### config.mk
export PLATFORM = sky130hd
export DESIGN_NAME = blocked_task_priority_table_core
export DESIGN_NICKNAME = d
export VERILOG_FILES = /design/src/rtl/btpt_pkg.sv /design/src/rtl/btpt_front.sv /design/src/rtl/btpt_back.sv /design/src/rtl/blocked_task_priority_table_core.sv
export VERILOG_INCLUDE_DIRS = /design/src /design/src/rtl
export SDC_FILE = /design/constraint.sdc
export NUM_CORES = 1
export LEC_CHECK = 0
export BUFFER_PORTS_ARGS = -buffer_cell sky130_fd_sc_hd__buf_2
export CAP_MARGIN = 30
export CORE_MARGIN = 2
export CORE_UTILIZATION = 56
export CTS_BUF_LIST = sky130_fd_sc_hd__clkbuf_8 sky130_fd_sc_hd__clkbuf_16
export DETAILED_ROUTE_END_ITERATION = 10
export MAX_ROUTING_LAYER = met4
export PLACE_DENSITY = 0.75
export SETUP_SLACK_MARGIN = 0.15
export SLEW_MARGIN = 20
export SYNTH_ARGS = -nofsm -noshare
export SYNTH_HDL_FRONTEND = slang
export SYNTH_SLANG_ARGS = --single-unit
### constraint.sdc
create_clock -name clk -period 3.2 [get_ports clk]
set_input_delay 0 -clock clk [delete_from_list [all_inputs] [get_ports clk]]
set_output_delay 0 -clock clk [all_outputs]
set_load 0.05 [all_outputs]
### src/rtl/blocked_task_priority_table_core_defines.svh
// Assertion macros for the blocked task priority table.
// Used by the top level; expects clk and rst_n in scope.
`ifndef BLOCKED_TASK_PRIORITY_TABLE_CORE_DEFINES_SVH
`define BLOCKED_TASK_PRIORITY_TABLE_CORE_DEFINES_SVH

// Same-cycle implication, disabled during reset
`define BTPT_ASSERT_IMP(lbl, ante, cons, msg) \
  lbl: assert property (@(posedge clk) disable iff (!rst_n) (ante) |-> (cons)) else $error(msg);

// Next-cycle implication, disabled during reset
`define BTPT_ASSERT_NXT(lbl, ante, cons, msg) \
  lbl: assert property (@(posedge clk) disable iff (!rst_n) (ante) |=> (cons)) else $error(msg);

`endif

### src/rtl/btpt_pkg.sv
// Shared codes and the result record of the blocked task priority table.
// No dependencies.
`default_nettype none

package btpt_pkg;

  // Command codes
  localparam logic [1:0] CMD_INSERT = 2'd0;
  localparam logic [1:0] CMD_REMOVE = 2'd1;
  localparam logic [1:0] CMD_PROBE  = 2'd2;
  localparam logic [1:0] CMD_SPARE  = 2'd3;

  // Status codes
  localparam logic [1:0] ST_DONE      = 2'd0;
  localparam logic [1:0] ST_FULL      = 2'd1;
  localparam logic [1:0] ST_DUP       = 2'd2;
  localparam logic [1:0] ST_NOT_FOUND = 2'd3;

  // One result record, port widths
  typedef struct packed {
    logic       was_present;
    logic [1:0] status;
    logic       best_valid;
    logic [7:0] best_id;
    logic [4:0] occupancy;
  } btpt_res_t;

endpackage

`default_nettype wire

### src/rtl/btpt_front.sv
// Front end: accepts commands, normalizes them and holds them in a 2-entry queue.
// Depends on btpt_pkg.
`default_nettype none

module btpt_front #(
  parameter int ID_BITS       = 8,
  parameter int PRIORITY_BITS = 8
) (
  input  wire                      clk,
  input  wire                      rst_n,
  input  wire                      start,
  output logic                     busy,
  input  wire  [1:0]               in_command,
  input  wire  [7:0]               in_task_id,
  input  wire  [7:0]               in_task_priority,
  input  wire                      pop,
  output logic                     q_valid,
  output logic [1:0]               q_cmd,
  output logic [ID_BITS-1:0]       q_id,
  output logic [PRIORITY_BITS-1:0] q_prio
);
  import btpt_pkg::*;

  logic [ID_BITS+7:0]       id_ext;
  logic [PRIORITY_BITS+7:0] prio_ext;
  logic [1:0]               cmd_cls;
  logic                     push;

  logic [1:0]               cmd_q_r  [2];
  logic [ID_BITS-1:0]       id_q_r   [2];
  logic [PRIORITY_BITS-1:0] prio_q_r [2];
  logic                     wr_ptr_r;
  logic                     rd_ptr_r;
  logic [1:0]               fill_r;

  // Field widths: keep the low bits the table works with
  assign id_ext   = {{ID_BITS{1'b0}}, in_task_id};
  assign prio_ext = {{PRIORITY_BITS{1'b0}}, in_task_priority};

  // Command classification: the spare code acts as a probe
  always_comb begin
    unique case (in_command) inside
      CMD_INSERT:            cmd_cls = CMD_INSERT;
      CMD_REMOVE:            cmd_cls = CMD_REMOVE;
      CMD_PROBE, CMD_SPARE:  cmd_cls = CMD_PROBE;
      default:               cmd_cls = CMD_PROBE;
    endcase
  end

  assign busy    = (fill_r == 2'd2);
  assign push    = start && !busy;
  assign q_valid = (fill_r != 2'd0);
  assign q_cmd   = cmd_q_r[rd_ptr_r];
  assign q_id    = id_q_r[rd_ptr_r];
  assign q_prio  = prio_q_r[rd_ptr_r];

  // Queue pointers and fill level
  always_ff @(posedge clk) begin
    if (!rst_n) begin
      wr_ptr_r <= 1'b0;
      rd_ptr_r <= 1'b0;
      fill_r   <= 2'd0;
    end else begin
      if (push) wr_ptr_r <= ~wr_ptr_r;
      if (pop)  rd_ptr_r <= ~rd_ptr_r;
      case ({push, pop})
        2'b10:   fill_r <= fill_r + 2'd1;
        2'b01:   fill_r <= fill_r - 2'd1;
        default: fill_r <= fill_r;
      endcase
    end
  end

  // Queue payload
  always_ff @(posedge clk) begin
    if (push) begin
      cmd_q_r[wr_ptr_r]  <= cmd_cls;
      id_q_r[wr_ptr_r]   <= id_ext[ID_BITS-1:0];
      prio_q_r[wr_ptr_r] <= prio_ext[PRIORITY_BITS-1:0];
    end
  end

endmodule

`default_nettype wire

### src/rtl/btpt_back.sv
// Back end: scans the table memory one slot a cycle, then applies the command
// and issues the result. Depends on btpt_pkg.
`default_nettype none

module btpt_back #(
  parameter int TABLE_DEPTH   = 16,
  parameter int ID_BITS       = 8,
  parameter int PRIORITY_BITS = 8
) (
  input  wire                      clk,
  input  wire                      rst_n,
  input  wire                      q_valid,
  input  wire  [1:0]               q_cmd,
  input  wire  [ID_BITS-1:0]       q_id,
  input  wire  [PRIORITY_BITS-1:0] q_prio,
  output logic                     pop,
  output logic                     res_valid,
  output btpt_pkg::btpt_res_t      res
);
  import btpt_pkg::*;

  localparam int SLOT_BITS = (TABLE_DEPTH > 1) ? $clog2(TABLE_DEPTH) : 1;
  localparam int CNT_BITS  = $clog2(TABLE_DEPTH + 1);

  localparam logic [1:0] S_IDLE  = 2'd0;
  localparam logic [1:0] S_SCAN  = 2'd1;
  localparam logic [1:0] S_DRAIN = 2'd2;
  localparam logic [1:0] S_FIN   = 2'd3;

  logic [1:0]               state_r, state_nxt;

  // Command being executed
  logic [1:0]               cmd_r;
  logic [ID_BITS-1:0]       id_r;
  logic [PRIORITY_BITS-1:0] prio_r;

  // Table storage
  logic [ID_BITS-1:0]       mem_id   [TABLE_DEPTH];
  logic [PRIORITY_BITS-1:0] mem_prio [TABLE_DEPTH];
  logic [TABLE_DEPTH-1:0]   valid_r;

  // Read stage
  logic [SLOT_BITS-1:0]     rd_addr_r;
  logic                     q_live_r;
  logic                     q_vld_r;
  logic [ID_BITS-1:0]       q_id_r;
  logic [PRIORITY_BITS-1:0] q_prio_r;
  logic [SLOT_BITS-1:0]     q_slot_r;

  // Scan accumulators
  logic                     hit_r;
  logic [SLOT_BITS-1:0]     hit_slot_r;
  logic                     free_found_r;
  logic [SLOT_BITS-1:0]     free_slot_r;
  logic [CNT_BITS-1:0]      cnt_r;
  logic                     bv_r;
  logic [PRIORITY_BITS-1:0] bp_r;
  logic [ID_BITS-1:0]       bid_r;

  logic                     res_valid_r;
  btpt_res_t                res_r;

  logic                     last_addr;
  logic                     match;
  logic                     take_free;
  logic                     counted;
  logic                     better;
  logic                     ins_ok;
  logic                     rem_ok;
  logic                     new_better;
  logic                     fin_bv;
  logic [ID_BITS-1:0]       fin_bid;
  logic [CNT_BITS-1:0]      fin_cnt;
  logic [1:0]               fin_status;
  logic [ID_BITS+7:0]       bid_ext;
  logic [CNT_BITS+4:0]      cnt_ext;

  assign pop       = (state_r == S_IDLE) && q_valid;
  assign last_addr = (rd_addr_r == SLOT_BITS'(TABLE_DEPTH - 1));

  // Per-slot evaluation of the registered read data
  assign match     = q_live_r && q_vld_r && (q_id_r == id_r);
  assign take_free = q_live_r && !q_vld_r && !free_found_r;
  assign counted   = q_live_r && q_vld_r && !(match && (cmd_r == CMD_REMOVE));
  assign better    = counted && (q_prio_r != '0) &&
                     (!bv_r || (q_prio_r > bp_r) || ((q_prio_r == bp_r) && (q_id_r < bid_r)));

  // Finish: fold in a new entry and pick the status
  assign ins_ok     = (cmd_r == CMD_INSERT) && !hit_r && free_found_r;
  assign rem_ok     = (cmd_r == CMD_REMOVE) && hit_r;
  assign new_better = ins_ok && (prio_r != '0) &&
                      (!bv_r || (prio_r > bp_r) || ((prio_r == bp_r) && (id_r < bid_r)));
  assign fin_bv     = bv_r || new_better;
  assign fin_bid    = new_better ? id_r : bid_r;
  assign fin_cnt    = cnt_r + (ins_ok ? CNT_BITS'(1) : CNT_BITS'(0));
  assign bid_ext    = {8'd0, fin_bid};
  assign cnt_ext    = {5'd0, fin_cnt};

  always_comb begin
    case (cmd_r)
      CMD_INSERT: fin_status = hit_r ? ST_DUP : (free_found_r ? ST_DONE : ST_FULL);
      CMD_REMOVE: fin_status = hit_r ? ST_DONE : ST_NOT_FOUND;
      default:    fin_status = ST_DONE;
    endcase
  end

  // Sequencer
  always_comb begin
    state_nxt = state_r;
    unique case (state_r)
      S_IDLE:  if (q_valid) state_nxt = S_SCAN;
      S_SCAN:  if (last_addr) state_nxt = S_DRAIN;
      S_DRAIN: state_nxt = S_FIN;
      S_FIN:   state_nxt = S_IDLE;
      default: state_nxt = S_IDLE;
    endcase
  end

  // Control state
  always_ff @(posedge clk) begin
    if (!rst_n) begin
      state_r     <= S_IDLE;
      q_live_r    <= 1'b0;
      valid_r     <= '0;
      res_valid_r <= 1'b0;
    end else begin
      state_r     <= state_nxt;
      q_live_r    <= (state_r == S_SCAN);
      res_valid_r <= (state_r == S_FIN);
      if (state_r == S_FIN) begin
        if (ins_ok) valid_r[free_slot_r] <= 1'b1;
        if (rem_ok) valid_r[hit_slot_r]  <= 1'b0;
      end
    end
  end

  // Command latch, address counter and accumulators
  always_ff @(posedge clk) begin
    if (pop) begin
      cmd_r        <= q_cmd;
      id_r         <= q_id;
      prio_r       <= q_prio;
      rd_addr_r    <= '0;
      hit_r        <= 1'b0;
      free_found_r <= 1'b0;
      cnt_r        <= '0;
      bv_r         <= 1'b0;
      bp_r         <= '0;
      bid_r        <= '0;
    end else begin
      if ((state_r == S_SCAN) && !last_addr) rd_addr_r <= rd_addr_r + SLOT_BITS'(1);
      if (match) begin
        hit_r      <= 1'b1;
        hit_slot_r <= q_slot_r;
      end
      if (take_free) begin
        free_found_r <= 1'b1;
        free_slot_r  <= q_slot_r;
      end
      if (counted) cnt_r <= cnt_r + CNT_BITS'(1);
      if (better) begin
        bv_r  <= 1'b1;
        bp_r  <= q_prio_r;
        bid_r <= q_id_r;
      end
    end
  end

  // Table memory: one write, one registered read
  always_ff @(posedge clk) begin
    if ((state_r == S_FIN) && ins_ok) begin
      mem_id[free_slot_r]   <= id_r;
      mem_prio[free_slot_r] <= prio_r;
    end
    q_id_r   <= mem_id[rd_addr_r];
    q_prio_r <= mem_prio[rd_addr_r];
    q_vld_r  <= valid_r[rd_addr_r];
    q_slot_r <= rd_addr_r;
  end

  // Result register
  always_ff @(posedge clk) begin
    if (state_r == S_FIN) begin
      res_r.was_present <= hit_r;
      res_r.status      <= fin_status;
      res_r.best_valid  <= fin_bv;
      res_r.best_id     <= bid_ext[7:0];
      res_r.occupancy   <= cnt_ext[4:0];
    end
  end

  assign res_valid = res_valid_r;
  assign res       = res_r;

endmodule

`default_nettype wire

### src/rtl/blocked_task_priority_table_core.sv
// Top level of the blocked task priority table: front queue plus scan engine.
// Depends on btpt_pkg, btpt_front, btpt_back and the assertion macro header.
//
//   channel   handshake            payload
//   input     start, busy          in_command, in_task_id, in_task_priority
//   result    out_valid (1 cycle)  out_was_present, out_status, out_best_valid,
//                                  out_best_id, out_occupancy
//
// The engine works on one item at a time: it takes the item from the queue,
// streams the slots through the single table read port, drains the read stage,
// then updates the table and registers the result before it takes the next one.
// The 2-entry front queue keeps taking items while the engine works; busy rises
// only when both entries are held. Reset empties the table and the queue at once.
// out_valid pulses for one cycle per item and cannot be held off.
`default_nettype none
`include "blocked_task_priority_table_core_defines.svh"

module blocked_task_priority_table_core #(
  parameter int TABLE_DEPTH   = 16,
  parameter int ID_BITS       = 8,
  parameter int PRIORITY_BITS = 8
) (
  input  wire        clk,
  input  wire        rst_n,
  input  wire        start,
  output logic       busy,
  input  wire  [1:0] in_command,
  input  wire  [7:0] in_task_id,
  input  wire  [7:0] in_task_priority,
  output logic       out_valid,
  output logic       out_was_present,
  output logic [1:0] out_status,
  output logic       out_best_valid,
  output logic [7:0] out_best_id,
  output logic [4:0] out_occupancy
);
  import btpt_pkg::*;

  logic                     pop;
  logic                     q_valid;
  logic [1:0]               q_cmd;
  logic [ID_BITS-1:0]       q_id;
  logic [PRIORITY_BITS-1:0] q_prio;
  logic                     res_valid;
  btpt_res_t                res;

  btpt_front #(
    .ID_BITS       (ID_BITS),
    .PRIORITY_BITS (PRIORITY_BITS)
  ) u_front (
    .clk              (clk),
    .rst_n            (rst_n),
    .start            (start),
    .busy             (busy),
    .in_command       (in_command),
    .in_task_id       (in_task_id),
    .in_task_priority (in_task_priority),
    .pop              (pop),
    .q_valid          (q_valid),
    .q_cmd            (q_cmd),
    .q_id             (q_id),
    .q_prio           (q_prio)
  );

  btpt_back #(
    .TABLE_DEPTH   (TABLE_DEPTH),
    .ID_BITS       (ID_BITS),
    .PRIORITY_BITS (PRIORITY_BITS)
  ) u_back (
    .clk       (clk),
    .rst_n     (rst_n),
    .q_valid   (q_valid),
    .q_cmd     (q_cmd),
    .q_id      (q_id),
    .q_prio    (q_prio),
    .pop       (pop),
    .res_valid (res_valid),
    .res       (res)
  );

  assign out_valid       = res_valid;
  assign out_was_present = res.was_present;
  assign out_status      = res.status;
  assign out_best_valid  = res.best_valid;
  assign out_best_id     = res.best_id;
  assign out_occupancy   = res.occupancy;

  // Results are spaced by a full table scan
  `BTPT_ASSERT_NXT(a_res_spacing, out_valid, !out_valid, "back-to-back result strobes")
  // A duplicate insert implies the id was held; a miss implies it was not
  `BTPT_ASSERT_IMP(a_dup_present, out_valid && (out_status == ST_DUP), out_was_present, "dup without hit")
  `BTPT_ASSERT_IMP(a_miss_absent, out_valid && (out_status == ST_NOT_FOUND), !out_was_present, "miss with hit")
  // No winner reads as id zero
  `BTPT_ASSERT_IMP(a_best_zero, out_valid && !out_best_valid, out_best_id == 8'd0, "stale best id")

endmodule

`default_nettype wire
==> results list <==
- STA classifies the critical path startpoint as a flop.
* Die Height: 173 um
- Clock share of power: about 31%
- FF-to-FF path depth: 7
- The worst register-to-register path ends at u_back.res[12].
* Commonest cells after routing, fill and taps aside: 335 x sky130_fd_sc_hd__edfxtp_1, 85 x sky130_fd_sc_hd__mux4_2, 71 x sky130_fd_sc_hd__dfxtp_1
- Die X: around 170 um
* CP max stage cell: sky130_fd_sc_hd__edfxtp_1
* Portion of the post-synthesis area used by sequential elements: 71.7%
* Crit. Startpoint: u_back.prio_r[6]
* Post-layout worst setup margin: slightly below 400 ps
- I/O pin count: 40
* Clock sink count: 408
- Number of global-route vias before repair: between 8000 and 9000
- Diodes inserted: 0
- After detailed routing, the number of remaining DRC violations is 0.
- Combinational logic burns 18.9% of the power.
* Grt ovf: 0
- TritonCTS built the clock tree.
- Number of enable-type register cells in the synthesized netlist: 335
- The first global-routing pass estimated around 51 mm of wire.
* Share of synthesized flip-flops with an asynchronous set or reset: 0%
- Most common cell after layout, fill and taps aside: sky130_fd_sc_hd__edfxtp_1
- Largest clock skew in the final design: between 20 and 25 ps
- Status: finished, final reports clean
- Row count: just over 60
- Nature of the critical path endpoint: flop
- Final setup fails: 0
* Switching Share: 27.6%
- At the worst endpoint, the required time is 3470 ps.
* Max Transition Viols Final: 0
- The worst pin sits at a relative slew slack of 44.2%.
- The setup path with the least slack is of type flop to flop.
- Number of nets in the finished design: 1026
- Post-CTS Repair Setup Buffers: 0
* Chain of cells forming the critical path: ha_1 -> nand4_1 -> or2_1 -> a211oi_2 -> o21ai_2 -> a31oi_4 -> mux2_4
* Number of buffers created by CTS: 42
- Power spread over the standard cell area amounts to between 700 and 800 nW/um2.
* Clock root buffer: sky130_fd_sc_hd__clkbuf_16
- Summed over all nets, the switching power comes to around 4.0 mW.
* Avg Vias per Cell: 6.06
- Total number of H-tree levels: 2
* Share of post-route cells with drive strength above 1: between 20% and 30%
- After technology mapping, the gate count stands at around 850.
* Detailed-route via count: roughly 8400
- Area enclosed by the die boundary: roughly 30000 um2
- Gp weighted congestion: approximately 0.84
- A synthesized cell averages ~19 um2.
- Antenna violations before repair: 0
- Setup repair after global routing missed its margin: false
- At the pin with the least slew margin, the transition time is between 800 and 900 ps.
* Placed instance area: 17000 um2
- The total area inside the core boundary comes to 28500 um2.
* Residual antenna-violating net count after detailed routing: 0
- Syn_nets: slightly above 900
* Half-perimeter wire length of the detailed placement result: approximately 21 mm
- 1st-pass router iterations: 5
- Relative to the synthesized area, the layout overhead comes to 15.1%.
* R2r startpoint: u_back.prio_r[6]
- Part of the total power dissipated in sequential elements: approximately 50%
- Timing would allow up to about 360 MHz.
- Fill count: ~1900
- Clock-pin slew was measured on the worst setup and hold paths at ~60 ps.
* Slowest Stage Delay on Critical Path: between 600 and 700 ps
- Max Fanout on Critical Path: 18
* First DRT Iteration DRCs: 1173
- The initial utilization of the core area, before any placement, comes to 56.5%.
- Wirelength, routed: 33.4 mm
- Port buffering added 39 buffers.
- No sink is reached through more buffers than the 3 on the longest clock path.
- After synthesis the netlist holds a flip-flop and latch count of roughly 400.
- Prior to clock tree synthesis, the placed netlist has a worst setup slack of between 400 and 500 ps.
* Post-route cell area: about 18000 um2
- The Yosys step of the flow raised 0 warnings.
* Internal Pwr Total: ~10 mW
* Worst-Skew Late Latency: approximately 540 ps
* Type of the most critical hold path: primary input to flop
* Static leakage: roughly 6 nW
- Utilization of the core after routing: around two thirds
* Global-route total usage across every layer: between 20% and 30%
- Average routed wire per standard cell: 24.2 um
* Crit share post-route: between 80% and 90%
* Max Cap Viol: 0
* Worst Path Arrival: between 3000 and 4000 ps
* Top flip-flop cell by instance count after synthesis: sky130_fd_sc_hd__edfxtp_1
- Total count of hold-check failures in the final report: 0
- Register-to-register path setup slack: 390 ps
- The netlist uses 57 different library cells.
- Entering global routing, the biggest net connects 73 pins.
- The critical path ends at u_back.res[12].
* Final TNS setup: 0 ps
- The worst path in the final design needs a cycle of roughly 2800 ps, including I/O delays and setup.
* Worst voltage drop across the vdd grid: roughly 0.65 mV
- Post-synthesis instance area: 16100 um2
==> logic make-up after synthesis <==
| group | Yosys count | share of synthesized area [%] |
|---|---|---|
| flops | 408 | 71.7 |
| simple gates | 126 | 4.48 |
| mux | 114 | 14.1 |
| compound gates | 84 | 3.91 |
| buf+inv | 58 | 1.58 |
| fa+ha+maj | 39 | 3.04 |
| xor+xnor | 22 | 1.20 |
==> worst min-delay path by stage <==
| stage | slack (ps) | from | end | cells after the start |
|---|---|---|---|---|
| detailed placement | 190 | in_task_id[1] | u_front.id_q_r[0][1] | 1 |
| global placement | 190 | in_task_priority[3] | u_front.prio_q_r[1][3] | 1 |
| global route | 120 | start | u_front.fill_r[1] | 5 |
| finish | 60 | start | u_front.fill_r[1] | 5 |
| CTS | 50 | start | u_front.fill_r[1] | 5 |
| floorplan | 100 | in_task_id[0] | u_front.id_q_r[0][0] | 0 |
==> metal layers <==
metal  share of wire, %  vias up  GRT usage, %  routed length (um)
met5                  0        -             -                   0
met4                2.3        0          6.39                 755
met3                7.3       59          3.00                2420
met2                 48      381          35.7               16000
met1                 43     4281          34.1               14300
li1                   -     3652             -                   -
==> stage by stage <==
stage	instances	hold WS [ps]	power, mW
CTS	1381	51.6	14.4
finish	1382	56.1	14.3
global placement	1285	187	9.86
detailed placement	1285	192	9.95
floorplan	851	98.9	9.01
global route	1382	118	14.9
==> Yosys cell counts (10+ instances only) <==
| library cell | n | share of area [%] |
|---|---|---|
| sky130_fd_sc_hd__buf_2 | 11 | 0.34 |
| sky130_fd_sc_hd__nor2_1 | 34 | 0.79 |
| sky130_fd_sc_hd__edfxtp_1 | 335 | 63 |
| sky130_fd_sc_hd__mux2_2 | 18 | 1.3 |
| sky130_fd_sc_hd__o21ai_0 | 19 | 0.59 |
| sky130_fd_sc_hd__dfxtp_1 | 73 | 9.1 |
| sky130_fd_sc_hd__nand4_1 | 11 | 0.43 |
| sky130_fd_sc_hd__a21oi_1 | 25 | 0.78 |
| sky130_fd_sc_hd__mux4_2 | 85 | 12 |
| sky130_fd_sc_hd__clkbuf_1 | 20 | 0.47 |
| sky130_fd_sc_hd__nand2_1 | 12 | 0.28 |
| sky130_fd_sc_hd__xor2_1 | 15 | 0.82 |
| sky130_fd_sc_hd__inv_1 | 22 | 0.51 |
| sky130_fd_sc_hd__nand3_1 | 22 | 0.69 |
| sky130_fd_sc_hd__ha_1 | 39 | 3.0 |
| sky130_fd_sc_hd__o221a_2 | 10 | 0.70 |
==> flip-flops by register name, indices dropped and copies added (netlist names), 5 cells and up <==
| signal | cells |
|---|---|
| u_back.q_prio_r | 8 |
| u_back.prio_r | 8 |
| u_back.bid_r | 8 |
| u_front.prio_q_r | 16 |
| u_back.valid_r | 16 |
| u_back.res | 17 |
| u_back.q_id_r | 8 |
| u_front.id_q_r | 16 |
| u_back.id_r | 8 |
| u_back.mem_id | 128 |
| u_back.mem_prio | 128 |
| u_back.bp_r | 8 |
| u_back.cnt_r | 5 |
==> worst max-delay path, delay by kind of cell, from the launching register on <==
family | cells | cell delay (ps)
AO/OA/AOI/OAI | 3 | 710
flip-flops | 1 | 620
adder cells (fa/ha/maj) | 1 | 430
AND/OR/NAND/NOR | 2 | 430
multiplexers | 1 | 340
==> final cells by class <==
type | instances | area, um2 | area share, %
Inverter | 22 | 82.6 | 0.447
Multi-Input combinational cell | 385 | 4340 | 23.5
Timing Repair Buffer | 107 | 791 | 4.28
Tap cell | 384 | 480 | 2.60
Sequential cell | 408 | 11500 | 62.3
Clock buffer | 44 | 1090 | 5.89
Clock inverter | 32 | 181 | 0.981
==> what timing repair did <==
item                                   in CTS  in global routing
hold buffers                               20                  0
gates resized for setup                     0                  0
endpoints found under the hold margin      60                  0
==> power groups by stage <==
stage	logic, mW	clock network, mW	registers [mW]
after floorplan	1.91	0	7.10
after global placement	2.63	0	7.23
after global routing	2.96	4.74	7.21
after CTS	2.73	4.53	7.14
final	2.71	4.46	7.15
after detailed placement	2.70	0	7.25
Note: power is estimated with default switching activity, not from simulation.
